$ cat src/hw/rtl/ffca_pkg.sv
package ffca_pkg;

	// default store size and the largest size the token fields can carry
	localparam int CELL_COUNT_DEF = 128;
	localparam int MAX_CELLS      = 1024;

	// token field widths, sized for the largest store
	localparam int PW     = $clog2(MAX_CELLS);
	localparam int CW_MAX = $clog2(MAX_CELLS + 1);

	// op codes
	localparam logic OP_ALLOC = 1'b0;
	localparam logic OP_FREE  = 1'b1;

	// status codes
	localparam logic [1:0] ST_OK      = 2'd0;
	localparam logic [1:0] ST_NOFIT   = 2'd1;
	localparam logic [1:0] ST_BADFREE = 2'd2;

	// command held steady for the whole scan
	typedef struct packed {
		logic       op;
		logic [7:0] size;
		logic [6:0] start;
	} cmd_t;

	// scan token handed from cell to cell
	typedef struct packed {
		logic              valid;
		logic              found;
		logic [CW_MAX-1:0] run;
		logic [PW-1:0]     pos;
		logic [CW_MAX-1:0] len;
	} tok_t;

	// one-cycle update broadcast to all cells
	typedef struct packed {
		logic              set;
		logic              clr;
		logic [PW-1:0]     lo;
		logic [PW-1:0]     hi;
		logic [CW_MAX-1:0] len;
	} upd_t;

endpackage

$ cat src/hw/rtl/ffca_cell.sv
module ffca_cell #(
	parameter int CELL_COUNT = ffca_pkg::CELL_COUNT_DEF,
	parameter int IDX        = 0
) (
	input  logic            clk,
	input  logic            arst_n,
	input  ffca_pkg::cmd_t  cmd,
	input  ffca_pkg::upd_t  upd,
	input  ffca_pkg::tok_t  tok_in,
	output ffca_pkg::tok_t  tok_out
);

	localparam int CW = $clog2(CELL_COUNT + 1);

	localparam logic [ffca_pkg::PW-1:0]     IDX_P = ffca_pkg::PW'(IDX);
	localparam logic [ffca_pkg::CW_MAX-1:0] IDX_C = ffca_pkg::CW_MAX'(IDX);

	logic          busy_q;
	logic [CW-1:0] len_q;
	ffca_pkg::tok_t tok_q;

	ffca_pkg::tok_t                tok_n;
	logic [ffca_pkg::CW_MAX-1:0]   run_n;
	logic [ffca_pkg::CW_MAX-1:0]   size_w;
	logic                          hit_a;
	logic                          hit_f;
	logic                          in_rng;
	logic                          at_lo;

	// free run length ending here, and the two kinds of hit
	always_comb begin
		size_w = ffca_pkg::CW_MAX'(cmd.size);
		run_n  = busy_q ? '0 : tok_in.run + 1'b1;
		hit_a  = (run_n >= size_w);
		hit_f  = ({3'b000, cmd.start} == IDX_P) && (len_q != '0);
	end

	// token stage
	always_comb begin
		tok_n = tok_in;
		if (tok_in.valid && !tok_in.found) begin
			if (cmd.op == ffca_pkg::OP_ALLOC) begin
				tok_n.run = run_n;
				if (hit_a) begin
					tok_n.found = 1'b1;
					tok_n.pos   = ffca_pkg::PW'(IDX_C + 1'b1 - size_w);
				end
			end else begin
				if (hit_f) begin
					tok_n.found = 1'b1;
					tok_n.len   = ffca_pkg::CW_MAX'(len_q);
				end
			end
		end
	end

	always_ff @(posedge clk or negedge arst_n) begin
		if (!arst_n) begin
			tok_q <= '0;
		end else begin
			tok_q <= tok_n;
		end
	end

	assign tok_out = tok_q;

	// range match for the update broadcast
	assign in_rng = (IDX_P >= upd.lo) && (IDX_P <= upd.hi);
	assign at_lo  = (IDX_P == upd.lo);

	// cell state
	always_ff @(posedge clk or negedge arst_n) begin
		if (!arst_n) begin
			busy_q <= 1'b0;
			len_q  <= '0;
		end else begin
			if (upd.set) begin
				if (in_rng) busy_q <= 1'b1;
				if (at_lo) len_q <= upd.len[CW-1:0];
			end else if (upd.clr) begin
				if (in_rng) busy_q <= 1'b0;
				if (at_lo) len_q <= '0;
			end
		end
	end

endmodule

$ cat config.mk
export PLATFORM = sky130hd
export DESIGN_NAME = ffca_cell
export DESIGN_NICKNAME = d
export VERILOG_FILES = /design/src/hw/rtl/ffca_pkg.sv /design/src/hw/rtl/ffca_cell.sv
export SDC_FILE = /design/constraint.sdc
export NUM_CORES = 1
export LEC_CHECK = 0
export BUFFER_PORTS_ARGS = -buffer_cell sky130_fd_sc_hd__buf_2
export CORE_UTILIZATION = 25
export CTS_CLUSTER_SIZE = 24
export DETAILED_ROUTE_END_ITERATION = 6
export GPL_ROUTABILITY_DRIVEN = 0
export PLACE_DENSITY_LB_ADDON = 0.12
export SYNTH_ARGS = -nofsm -noshare
export SYNTH_HDL_FRONTEND = slang
export SYNTH_SLANG_ARGS = --single-unit
export TNS_END_PERCENT = 5
$ cat constraint.sdc
create_clock -name clk -period 2.9 [get_ports clk]
set_input_delay 0.145 -clock clk [delete_from_list [all_inputs] [get_ports clk]]
set_output_delay 0.145 -clock clk [all_outputs]
set_load 0.01 [all_outputs]
==> impl_summary.log <==
INFO  metric run_status = complete, no violations
INFO  metric total_power = 1.27 mW
INFO  metric worst_clock_skew = 7.93 ps
INFO  metric ir_drop = 167 µV
INFO  metric dr_total_vias = 1852
INFO  metric cp_max_fo = 10
INFO  metric max_slew_margin = 25.5%
INFO  metric drive_gt1_share = 44.5%
INFO  metric timing.critical_path.slowest_stage_cell = sky130_fd_sc_hd__dfrtp_1
INFO  metric grtUsageTotal = 12.0%
INFO  metric wirelength = 5360 µm
INFO  metric finish.utilization = 34.1%
INFO  metric post_cts_setup_buffers = 0
INFO  metric fin_setup_tns = 0 ps
INFO  metric cellLeakagePower = 1.46 nW
INFO  metric timing.critical_path.arrival = 2820 ps
INFO  metric clock_insertion_delay_worst_skew = 290 ps
INFO  metric wl_per_cell = 12.6 µm
INFO  metric critical_path.max_stage_delay = 460 ps
INFO  metric hold_class = in -> async
INFO  metric cp-start-kind = flip-flop
INFO  metric min_period_over_period = 91.2%
INFO  metric detailed_place_hpwl = 4160 µm
INFO  metric die_area = 0.00928 mm²
INFO  metric cp.required = 3080 ps
INFO  metric place_ws = 125 ps
INFO  metric endpoint_kind = flip-flop
INFO  metric yosys_warning_total = 0
INFO  metric synthesis.nets = 304
INFO  metric synth.yosys.seq_area_share = 48.4%
INFO  metric place.port_buffers = 105
INFO  metric path_cells = buf_4 -> nor2_1 -> ha_1 -> a21oi_1 -> a31oi_1 -> a311oi_1 -> o2111ai_2 -> buf_4 -> mux2_4
INFO  metric die_width = 96.3 µm
INFO  metric first_global_vias = 1753
INFO  metric synth_cell_type_count = 38
INFO  metric post-synth-top-count-cell = sky130_fd_sc_hd__dfrtp_1
INFO  metric finalSetupViolCount = 0
INFO  metric criticalPathCategory = reg -> reg
INFO  metric syn_avg_cell_area = 10.7 µm²
INFO  metric cts.clk_slew.worst_paths = 90 ps
INFO  metric synth.top_cells.by_area = sky130_fd_sc_hd__dfrtp_1 (48%), sky130_fd_sc_hd__ha_1 (6.2%), sky130_fd_sc_hd__mux2_4 (6.1%)
INFO  metric antenna_found_initial = 0
INFO  metric ys.flop_type = sky130_fd_sc_hd__dfrtp_1
INFO  metric grt_overflow_total = 0
INFO  metric synth_commonest_cells = sky130_fd_sc_hd__dfrtp_1 (43), sky130_fd_sc_hd__nand2_1 (32), sky130_fd_sc_hd__nor2_1 (12)
INFO  metric synth_edf_count = 0
INFO  metric synthArstFlopShare = 100%
INFO  metric dr_drc_count = 0
INFO  metric detail-route-antenna-nets = 0
INFO  metric design.final.nets = 412
INFO  metric timing.final.hold_violations = 0
INFO  metric total_clock_buffers_created_by_cts = 5
INFO  metric post_cts_hold_buffer_count = 1
INFO  metric mapped_cell_area = 0.00222 mm²
INFO  metric die_h = 96.3 µm
INFO  metric fin_ws = 256 ps
INFO  metric post_place_cell_area = 0.00287 mm²
INFO  metric post_cts_resized = 0
INFO  metric row_count = 34
INFO  metric synth_cells = 208
INFO  metric clock_tree.htree_level_count = 2
INFO  metric fin_crit = 2640 ps
INFO  metric synth_top_cell_area_share = 48.4%
INFO  metric clock_sink_count = 43
INFO  metric synth.ff_latch_count = 43
INFO  metric drt-initial-drc-count = 22
INFO  metric fin_area = 0.00296 mm²
INFO  metric area.growth.synth_to_final = 33.0%
INFO  metric achievable-frequency = 378 MHz
INFO  metric p_per_area = 431 mW/mm²
INFO  metric cts_root_buffer = sky130_fd_sc_hd__clkbuf_8
INFO  metric drv_slew = 0
INFO  metric max_cap_viol_count = 0
INFO  metric cp_num_buf_inv = 2
INFO  metric worst_path_dominant_cell_family = compound AO/OA/AOI/OAI gates
INFO  metric floorplan.core_area = 0.00868 mm²
INFO  metric cts.path.max_buffers = 2
INFO  metric grt_start_max_net_pins = 44
INFO  metric first_pass_iters = 4
INFO  metric path_common_cell = sky130_fd_sc_hd__buf_4
INFO  metric post-synth-top-area-cell = sky130_fd_sc_hd__dfrtp_1
INFO  metric global_route_wire_length_before_repair = 8410 µm
INFO  metric filler_cells_inserted = 961
INFO  metric floorplan.initialDensity = 25.6%
INFO  metric worstMarginPinSlew = 1120 ps
INFO  metric ios = 119
INFO  metric unrepaired_setup_endpoints_after_global_routing = no
INFO  metric n_antenna_cell = 0
INFO  metric tritoncts = built
INFO  metric vias_per_cell = 4.36
[cells by family after synthesis]
logic type,Yosys count,synth area share (%)
and+or+nand+nor,77,17.4
DFF,43,48.4
AOI/OAI and AO/OA,28,8.38
muxes,21,12.1
buffers and inverters,17,3.26
xor gates and xnor gates,11,4.33
adders and majority gates,11,6.19
[power by group]
part / switching, mW / total (mW) / internal (mW)
Combinational: 0.132 / 0.258 / 0.125
Sequential: 0.00889 / 0.644 / 0.635
Clock: 0.208 / 0.373 / 0.165
[cells in the final DEF (no fill, tap or decap), types with 2 or more instances in the layout]
cell	n
sky130_fd_sc_hd__a21oi_1	2
sky130_fd_sc_hd__xor2_1	3
sky130_fd_sc_hd__nor2_1	12
sky130_fd_sc_hd__clkbuf_8	5
sky130_fd_sc_hd__buf_4	2
sky130_fd_sc_hd__nor2b_1	2
sky130_fd_sc_hd__nor4_1	7
sky130_fd_sc_hd__buf_2	105
sky130_fd_sc_hd__nor3_1	2
sky130_fd_sc_hd__o21ai_1	2
sky130_fd_sc_hd__or3b_2	2
sky130_fd_sc_hd__ha_1	11
sky130_fd_sc_hd__mux2_4	9
sky130_fd_sc_hd__nand3_1	8
sky130_fd_sc_hd__nand2_1	32
sky130_fd_sc_hd__dfrtp_1	43
sky130_fd_sc_hd__o21ai_0	11
sky130_fd_sc_hd__and2_1	3
sky130_fd_sc_hd__nand4_1	3
sky130_fd_sc_hd__o31ai_1	5
sky130_fd_sc_hd__inv_1	10
sky130_fd_sc_hd__mux2_2	11
sky130_fd_sc_hd__clkinv_2	3
sky130_fd_sc_hd__xnor2_1	8
[area by class of cell]
type	count	area [µm²]	area share [%]
clock buffer	5	68.8	2.33
clock inverter	3	15.0	0.507
tap	108	135	4.57
inverter	10	37.5	1.27
sequential	43	1080	36.4
multi-input combinational	148	1080	36.4
timing repair buffer	108	551	18.6
[final timing paths]
check | start | to | slack, ps | cells after the start
setup / recovery | busy_q | tok_out[13] | 260 | 9
hold / removal | arst_n | tok_out[23] | 10 | 1
setup reg to reg | busy_q | tok_out[13] | 260 | 9
hold reg to reg | len_q[0] | len_q[0] | 520 | 2
max in group asynchronous | arst_n | tok_out[5] | 2260 | 1
min in group clk | tok_in[9] | tok_out[9] | 60 | 2
[sequential cells by signal, summed over array words and instances (netlist names)]
register and count:
tok_out 34, len_q 8, busy_q 1
[stage by stage]
| stage | std cells | hold slack, ps |
|---|---|---|
| detailed placement | 416 | 295 |
| finish | 425 | 9.60 |
| CTS | 425 | 47.2 |
| floorplan | 208 | -151 |
| global placement | 416 | 288 |
| global route | 425 | 39.8 |
[worst register-to-register path, cell delays in order, from the launching register on]
cell and delay, ps:
sky130_fd_sc_hd__dfrtp_1 460, sky130_fd_sc_hd__buf_4 210, sky130_fd_sc_hd__nor2_1 160, sky130_fd_sc_hd__ha_1 300, sky130_fd_sc_hd__a21oi_1 140, sky130_fd_sc_hd__a31oi_1 100
sky130_fd_sc_hd__a311oi_1 440, sky130_fd_sc_hd__o2111ai_2 170, sky130_fd_sc_hd__buf_4 230, sky130_fd_sc_hd__mux2_4 310
[layer usage]
layer  track usage (%)  vias to the layer above  share of wire, %
li1                  -                      939                 -
met4              3.68                        0               1.0
met5                 0                        -                 0
met3              2.53                        4               5.8
met2              18.7                       70                44
met1              16.7                      839                49
Note: power is estimated with default switching activity, not from simulation.
