**src/hw/rtl/ffca_pkg.sv**
```systemverilog
package ffca_pkg;

	// default store size and the largest size the token fields can carry
	localparam int CELL_COUNT_DEF = 128;
	localparam int MAX_CELLS      = 1024;

	// token field widths, sized for the largest store
	localparam int PW     = $clog2(MAX_CELLS);
	localparam int CW_MAX = $clog2(MAX_CELLS + 1);

	// op codes
	localparam logic OP_ALLOC = 1'b0;
	localparam logic OP_FREE  = 1'b1;

	// status codes
	localparam logic [1:0] ST_OK      = 2'd0;
	localparam logic [1:0] ST_NOFIT   = 2'd1;
	localparam logic [1:0] ST_BADFREE = 2'd2;

	// command held steady for the whole scan
	typedef struct packed {
		logic       op;
		logic [7:0] size;
		logic [6:0] start;
	} cmd_t;

	// scan token handed from cell to cell
	typedef struct packed {
		logic              valid;
		logic              found;
		logic [CW_MAX-1:0] run;
		logic [PW-1:0]     pos;
		logic [CW_MAX-1:0] len;
	} tok_t;

	// one-cycle update broadcast to all cells
	typedef struct packed {
		logic              set;
		logic              clr;
		logic [PW-1:0]     lo;
		logic [PW-1:0]     hi;
		logic [CW_MAX-1:0] len;
	} upd_t;

endpackage

```
**src/hw/rtl/ffca_if.sv**
```systemverilog
// request channel
interface ffca_req_if;
	logic       valid;
	logic       ready;
	logic       op;
	logic [7:0] request_size;
	logic [6:0] start_cell;

	modport source (output valid, output op, output request_size, output start_cell,
		input ready);
	modport sink (input valid, input op, input request_size, input start_cell,
		output ready);
endinterface

// result channel
interface ffca_rsp_if;
	logic       valid;
	logic       ready;
	logic [1:0] status;
	logic [6:0] block_start;
	logic [7:0] scan_count;
	logic [7:0] occupied_cells;

	modport source (output valid, output status, output block_start, output scan_count,
		output occupied_cells, input ready);
	modport sink (input valid, input status, input block_start, input scan_count,
		input occupied_cells, output ready);
endinterface

```
**src/hw/rtl/ffca_ctrl.sv**
```systemverilog
module ffca_ctrl #(
	parameter int CELL_COUNT = ffca_pkg::CELL_COUNT_DEF
) (
	input  logic            clk,
	input  logic            arst_n,
	ffca_req_if.sink        req,
	ffca_rsp_if.source      rsp,
	output ffca_pkg::cmd_t  cmd,
	output ffca_pkg::upd_t  upd,
	output ffca_pkg::tok_t  tok_head,
	input  ffca_pkg::tok_t  tok_tail
);

	localparam int CW = $clog2(CELL_COUNT + 1);
	localparam logic [ffca_pkg::CW_MAX-1:0] N_C = ffca_pkg::CW_MAX'(CELL_COUNT);

	typedef enum logic [1:0] {S_IDLE, S_SCAN, S_UPD} state_t;

	state_t                       state_q;
	ffca_pkg::cmd_t               cmd_q;
	ffca_pkg::tok_t               tok_q;
	logic [1:0]                   res_status_q;
	logic [ffca_pkg::PW-1:0]      res_start_q;
	logic [ffca_pkg::CW_MAX-1:0]  res_scan_q;
	logic [ffca_pkg::CW_MAX-1:0]  res_len_q;
	logic                         res_apply_q;
	logic [CW-1:0]                busy_total_q;

	logic                         slot_free;
	logic                         commit;
	logic [ffca_pkg::CW_MAX-1:0]  req_size_w;
	logic [ffca_pkg::CW_MAX-1:0]  size_w;
	logic [ffca_pkg::CW_MAX-1:0]  upd_len;
	logic [ffca_pkg::CW_MAX-1:0]  tot_w;
	logic [ffca_pkg::CW_MAX-1:0]  tot_n;

	assign req.ready  = (state_q == S_IDLE);
	assign req_size_w = ffca_pkg::CW_MAX'(req.request_size);
	assign size_w     = ffca_pkg::CW_MAX'(cmd_q.size);
	assign slot_free  = !rsp.valid || rsp.ready;
	assign commit     = (state_q == S_UPD) && slot_free;

	assign cmd      = cmd_q;
	assign tok_head = tok_q;

	// update broadcast and new occupancy
	always_comb begin
		upd_len = (cmd_q.op == ffca_pkg::OP_ALLOC) ? size_w : res_len_q;
		tot_w   = ffca_pkg::CW_MAX'(busy_total_q);
		tot_n   = tot_w;
		if (res_apply_q) begin
			tot_n = (cmd_q.op == ffca_pkg::OP_ALLOC) ? tot_w + upd_len : tot_w - upd_len;
		end
		upd.set = commit && res_apply_q && (cmd_q.op == ffca_pkg::OP_ALLOC);
		upd.clr = commit && res_apply_q && (cmd_q.op == ffca_pkg::OP_FREE);
		upd.lo  = res_start_q;
		upd.hi  = ffca_pkg::PW'(ffca_pkg::CW_MAX'(res_start_q) + upd_len - 1'b1);
		upd.len = upd_len;
	end

	// sequencer and result register
	always_ff @(posedge clk or negedge arst_n) begin
		if (!arst_n) begin
			state_q            <= S_IDLE;
			cmd_q              <= '0;
			tok_q              <= '0;
			res_status_q       <= ffca_pkg::ST_OK;
			res_start_q        <= '0;
			res_scan_q         <= '0;
			res_len_q          <= '0;
			res_apply_q        <= 1'b0;
			busy_total_q       <= '0;
			rsp.valid          <= 1'b0;
			rsp.status         <= ffca_pkg::ST_OK;
			rsp.block_start    <= '0;
			rsp.scan_count     <= '0;
			rsp.occupied_cells <= '0;
		end else begin
			tok_q.valid <= 1'b0;
			if (rsp.valid && rsp.ready) rsp.valid <= 1'b0;
			case (state_q)
				S_IDLE: begin
					if (req.valid) begin
						cmd_q.op    <= req.op;
						cmd_q.size  <= req.request_size;
						cmd_q.start <= req.start_cell;
						if (req.op == ffca_pkg::OP_ALLOC &&
							(req_size_w == '0 || req_size_w > N_C)) begin
							// request that cannot fit anywhere: no scan
							res_status_q <= ffca_pkg::ST_NOFIT;
							res_start_q  <= '0;
							res_scan_q   <= '0;
							res_apply_q  <= 1'b0;
							state_q      <= S_UPD;
						end else begin
							tok_q   <= '{valid: 1'b1, found: 1'b0, run: '0, pos: '0, len: '0};
							state_q <= S_SCAN;
						end
					end
				end
				S_SCAN: begin
					if (tok_tail.valid) begin
						if (cmd_q.op == ffca_pkg::OP_ALLOC) begin
							res_len_q <= '0;
							if (tok_tail.found) begin
								res_status_q <= ffca_pkg::ST_OK;
								res_start_q  <= tok_tail.pos;
								res_scan_q   <= ffca_pkg::CW_MAX'(tok_tail.pos);
								res_apply_q  <= 1'b1;
							end else begin
								res_status_q <= ffca_pkg::ST_NOFIT;
								res_start_q  <= '0;
								res_scan_q   <= N_C - size_w + 1'b1;
								res_apply_q  <= 1'b0;
							end
						end else begin
							res_start_q <= ffca_pkg::PW'(cmd_q.start);
							res_scan_q  <= '0;
							res_len_q   <= tok_tail.len;
							res_apply_q <= tok_tail.found;
							res_status_q <= tok_tail.found ? ffca_pkg::ST_OK
								: ffca_pkg::ST_BADFREE;
						end
						state_q <= S_UPD;
					end
				end
				S_UPD: begin
					if (slot_free) begin
						rsp.valid          <= 1'b1;
						rsp.status         <= res_status_q;
						rsp.block_start    <= (cmd_q.op == ffca_pkg::OP_FREE) ? cmd_q.start
							: res_start_q[6:0];
						rsp.scan_count     <= res_scan_q[7:0];
						rsp.occupied_cells <= tot_n[7:0];
						busy_total_q       <= tot_n[CW-1:0];
						state_q            <= S_IDLE;
					end
				end
				default: begin
					state_q <= S_IDLE;
				end
			endcase
		end
	end

`ifndef NO_ASSERTIONS
	// the token reaches the end of the row only while a scan is running
	a_tail_in_scan: assert property (@(posedge clk) disable iff (!arst_n)
		tok_tail.valid |-> state_q == S_SCAN)
		else $error("scan token left the row outside a scan");

	// a launched token goes out together with the entry into the scan state
	a_launch: assert property (@(posedge clk) disable iff (!arst_n)
		tok_q.valid |-> state_q == S_SCAN)
		else $error("token launched without entering scan");

	// occupancy never exceeds the store
	a_total: assert property (@(posedge clk) disable iff (!arst_n)
		ffca_pkg::CW_MAX'(busy_total_q) <= N_C)
		else $error("occupied count above store size");

	// a bad-free status only comes from a free
	a_badfree: assert property (@(posedge clk) disable iff (!arst_n)
		(state_q == S_UPD && res_status_q == ffca_pkg::ST_BADFREE)
		|-> cmd_q.op == ffca_pkg::OP_FREE && !res_apply_q)
		else $error("bad-free status on an allocate");
`endif

endmodule
```
**src/flat_wrapper.sv**
```systemverilog
// flat-port wrapper written by rule: the top's interface ports become plain ports
module ffca_ctrl_flat 
#(
	parameter int CELL_COUNT = ffca_pkg::CELL_COUNT_DEF
)
  (clk, arst_n, cmd, upd, tok_head, tok_tail, req_valid, req_op, req_request_size, req_start_cell, req_ready, rsp_valid, rsp_status, rsp_block_start, rsp_scan_count, rsp_occupied_cells, rsp_ready);
  ffca_req_if req_i ();
  ffca_rsp_if rsp_i ();
  input  logic clk;
  input  logic arst_n;
  output ffca_pkg::cmd_t cmd;
  output ffca_pkg::upd_t upd;
  output ffca_pkg::tok_t tok_head;
  input  ffca_pkg::tok_t tok_tail;
  input wire logic [$bits(req_i.valid)-1:0] req_valid;
  input wire logic [$bits(req_i.op)-1:0] req_op;
  input wire logic [$bits(req_i.request_size)-1:0] req_request_size;
  input wire logic [$bits(req_i.start_cell)-1:0] req_start_cell;
  output wire logic [$bits(req_i.ready)-1:0] req_ready;
  output wire logic [$bits(rsp_i.valid)-1:0] rsp_valid;
  output wire logic [$bits(rsp_i.status)-1:0] rsp_status;
  output wire logic [$bits(rsp_i.block_start)-1:0] rsp_block_start;
  output wire logic [$bits(rsp_i.scan_count)-1:0] rsp_scan_count;
  output wire logic [$bits(rsp_i.occupied_cells)-1:0] rsp_occupied_cells;
  input wire logic [$bits(rsp_i.ready)-1:0] rsp_ready;
  assign req_i.valid = req_valid;
  assign req_i.op = req_op;
  assign req_i.request_size = req_request_size;
  assign req_i.start_cell = req_start_cell;
  assign req_ready = req_i.ready;
  assign rsp_valid = rsp_i.valid;
  assign rsp_status = rsp_i.status;
  assign rsp_block_start = rsp_i.block_start;
  assign rsp_scan_count = rsp_i.scan_count;
  assign rsp_occupied_cells = rsp_i.occupied_cells;
  assign rsp_i.ready = rsp_ready;
  ffca_ctrl #(.CELL_COUNT(CELL_COUNT)) u_core (.clk(clk), .arst_n(arst_n), .req(req_i), .rsp(rsp_i), .cmd(cmd), .upd(upd), .tok_head(tok_head), .tok_tail(tok_tail));
endmodule
```
**config.mk**
```make
export PLATFORM = sky130hd
export DESIGN_NAME = ffca_ctrl_flat
export DESIGN_NICKNAME = d
export VERILOG_FILES = /design/src/hw/rtl/ffca_pkg.sv /design/src/hw/rtl/ffca_if.sv /design/src/hw/rtl/ffca_ctrl.sv /design/src/flat_wrapper.sv
export SDC_FILE = /design/constraint.sdc
export NUM_CORES = 1
export LEC_CHECK = 0
export ABC_AREA = 1
export BUFFER_PORTS_ARGS = -buffer_cell sky130_fd_sc_hd__buf_2
export CORE_ASPECT_RATIO = 1.75
export CORE_MARGIN = 4
export CORE_UTILIZATION = 45
export DETAILED_ROUTE_END_ITERATION = 10
export PLACE_DENSITY = 0.73
export SLEW_MARGIN = 20
export SYNTH_ARGS = -nofsm -noshare
export SYNTH_HDL_FRONTEND = slang
export SYNTH_SLANG_ARGS = --single-unit
```
**constraint.sdc**
```tcl
create_clock -name clk -period 4.95 [get_ports clk]
set_input_delay 0.495 -clock clk [delete_from_list [all_inputs] [get_ports clk]]
set_output_delay 0.495 -clock clk [all_outputs]
set_load 0.05 [all_outputs]
```
==> impl_metrics.ini <==
[routing]
drc = 0
finalWirelength_mm = 12.5
via_per_inst = 4.99
drtAntennaViolNets = 0
routedWlPerCell_microns = 14.8
vias = 4232
drt_iter0_drc = 206
dr.pass1.iters = 5

[setup_path]
worstPathMaxFanout = 30
worstPathArrival_ps = 3500
max_stage_delay_ps = 570
cp_slowest_cell = dfrtp_1
cp-start-kind = flip-flop
path_buf_inv = 4
critPathKind = flip-flop to primary output
cp.required_ps = 4450
end_kind = primary output
critPathTopFamily = adder cells
path_common_cell = nand2_1
crit_chain = buf_4 -> nand2_1 -> inv_1 -> nor2_4 -> ha_1 -> inv_1 -> ha_1 -> fa_1 -> nand3_1 -> nand2_1 -> a21oi_1 -> o21ai_0 -> nand2_1 -> nand2_1 -> xnor2_1 -> buf_2

[timing]
fin_crit_sh_pct = 80.8
setup_viol = 0
layout_min_cycle_time_ps = 4000
hold_violations = 0
fmax_mhz = 250
relSlewSlack_pct = 35.6
worstMarginPinSlew_ps = 966
fin_hold_ws_ps = 274
skew_ps = 6.15
rsz0062_at_grt = no
slew_viol_final = 0
setup_tns_ps = 0

[die]
dieArea_sq_um = 12100
die-height_microns = 143
boundaryPins = 164
rows = 49
coreArea_sq_um = 10200
die_x_microns = 85.0
initial_utilization_pct = 45.6

[global_routing]
grt_pass1_wl_mm = 19.8
gr-total-overflow = 0
antenna_found_initial = 1
globalRouteMet2Util_pct = 36.1
top_usage_layer = met2
use_met3_pct = 4.97
grt_max_degree = 78
use_met1_pct = 22.8
track_usage_pct = 20.7
grt_pass1_vias = 4093

[synthesis]
syn-cell-area_sq_um = 4670
synth_seq_cells = 77
yosysSeqAreaShare_pct = 41.3
netlist_instances = 603
yosysWarnings = 0
ys_types = 38
syn_avg_cell_area_sq_um = 7.75
synthFlopType = dfrtp_1
synth-async-reset-ratio_pct = 100
synth-edff-count = 0

[clocking]
insertion_delay_ps = 340
holdBufCountCts = 0
clock-sinks = 77
cts-resized-gates = 0
htreeDepth = 3
cts_made_buffers = 9
cts-root-to-sink-buffers = 2
post_cts_buffers = 0
clkTransAtPathRegs_ps = 60
root_buffer = clkbuf_16
cts_tree = yes

[finish]
area_delta_synth_final_pct = 18.2
seqCellArea_sq_um = 1930
fin_nets = 796
drive_above_1_share_pct = 21.7
layout_commonest_cell = nand2_1
instances_no_fill = 848
final_cell_mix = nand2_1, buf_2, inv_1, dfrtp_1, o21ai_0
fill_cells = 1007
multiInputGateArea_sq_um = 2160
fin_util_pct = 53.9

[min_path]
min_path_type = input port to asynchronous set/reset pin

[placed_design]
gp_congestion = 0.883
io_buffer_count = 119
hpwl_mm = 9.67
dp.cells = 830

[run]
maxCapViolCount = 0

[run_status]
outcome = complete, no violations
## per-stage QoR
| step | area [sq um] | setup WS, ps |
|---|---|---|
| floorplan | 4790 | 122 |
| global placement | 5190 | 1340 |
| detailed placement | 5190 | 1310 |
| CTS | 5520 | 950 |
| global route | 5520 | 536 |
| finish | 5520 | 952 |
## routing by layer
layer  part of all wire, %  wire length [microns]  vias up
met5                     0                      0        -
met4                   4.2                    525        0
met3                   7.9                    985       32
met2                    51                   6410      192
met1                    37                   4590     1956
li1                      -                      -     2052
## final timing paths
| path | startpoint | slack [ps] | to | cells past startpoint |
|---|---|---|---|---|
| max in group asynchronous | arst_n | 4020 | u_core.rsp.occupied_cells[0] | 1 |
| hold reg to reg | u_core.rsp.scan_count[2] | 470 | u_core.rsp.scan_count[2] | 2 |
| hold / removal | arst_n | 270 | u_core.rsp.scan_count[1] | 1 |
| setup / recovery | u_core.cmd[15] | 950 | upd[20] | 16 |
| setup reg to reg | u_core.cmd[15] | 1870 | u_core.rsp.occupied_cells[7] | 17 |
| min in group clk | rsp_ready | 340 | u_core.rsp.valid | 2 |
## Yosys cell counts (2+ instances only)
cell type  instances  area share (%)
nand2_1          177              14
inv_1             90             7.2
dfrtp_1           77              41
o21ai_0           51             5.5
buf_4             37             5.9
nand3_1           27             2.9
a21oi_1           26             2.8
ha_1              26             7.0
nor2_1            16             1.3
clkbuf_1           8            0.64
xor2_1             8             1.5
nand2_2            6            0.80
o21ai_1            6            0.64
nand4_1            5            0.67
a22oi_1            4            0.64
buf_2              4            0.43
xnor2_1            4            0.75
buf_6              3            0.72
nor2_2             3            0.40
a21oi_2            2            0.38
a31oi_1            2            0.27
fa_1               2            0.86
inv_2              2            0.16
nand3_2            2            0.43
nor2_4             2            0.48
## flip-flops by register name (all words and copies together), names as in the netlist, 2 cells and up
name and flops:
u_core.cmd 16, u_core.res_len_q 11, u_core.res_scan_q 8, u_core.res_start_q 10
u_core.res_status_q 2, u_core.rsp.block_start 7, u_core.rsp.occupied_cells 8, u_core.rsp.scan_count 8
u_core.rsp.status 2, u_core.state_q 2
## area by class of cell
| cell class | instances | share of cell area (%) |
|---|---|---|
| sequential | 77 | 34.9 |
| multi-input combinational | 414 | 39.1 |
| timing repair buffer | 120 | 11.0 |
| antenna | 2 | 0.0907 |
| clock buffer | 9 | 4.08 |
| inverter | 92 | 6.26 |
| clock inverter | 7 | 1.75 |
| tap | 127 | 2.88 |
## kinds of logic (layout without fill, tap and decap cells)
logic type,count (synthesis),after routing,synth area share (%)
flops,77,77,41.3
fa+ha+maj,28,28,7.82
compound gates,98,98,11.5
buf+inv,144,228,15.1
xor+xnor,12,12,2.25
simple gates,243,243,22.0
other cells,1,35,0.0803
Power is left out: the tool's default activity adds up to more than one toggle a clock period on the data nets, which glitch-free logic cannot reach.
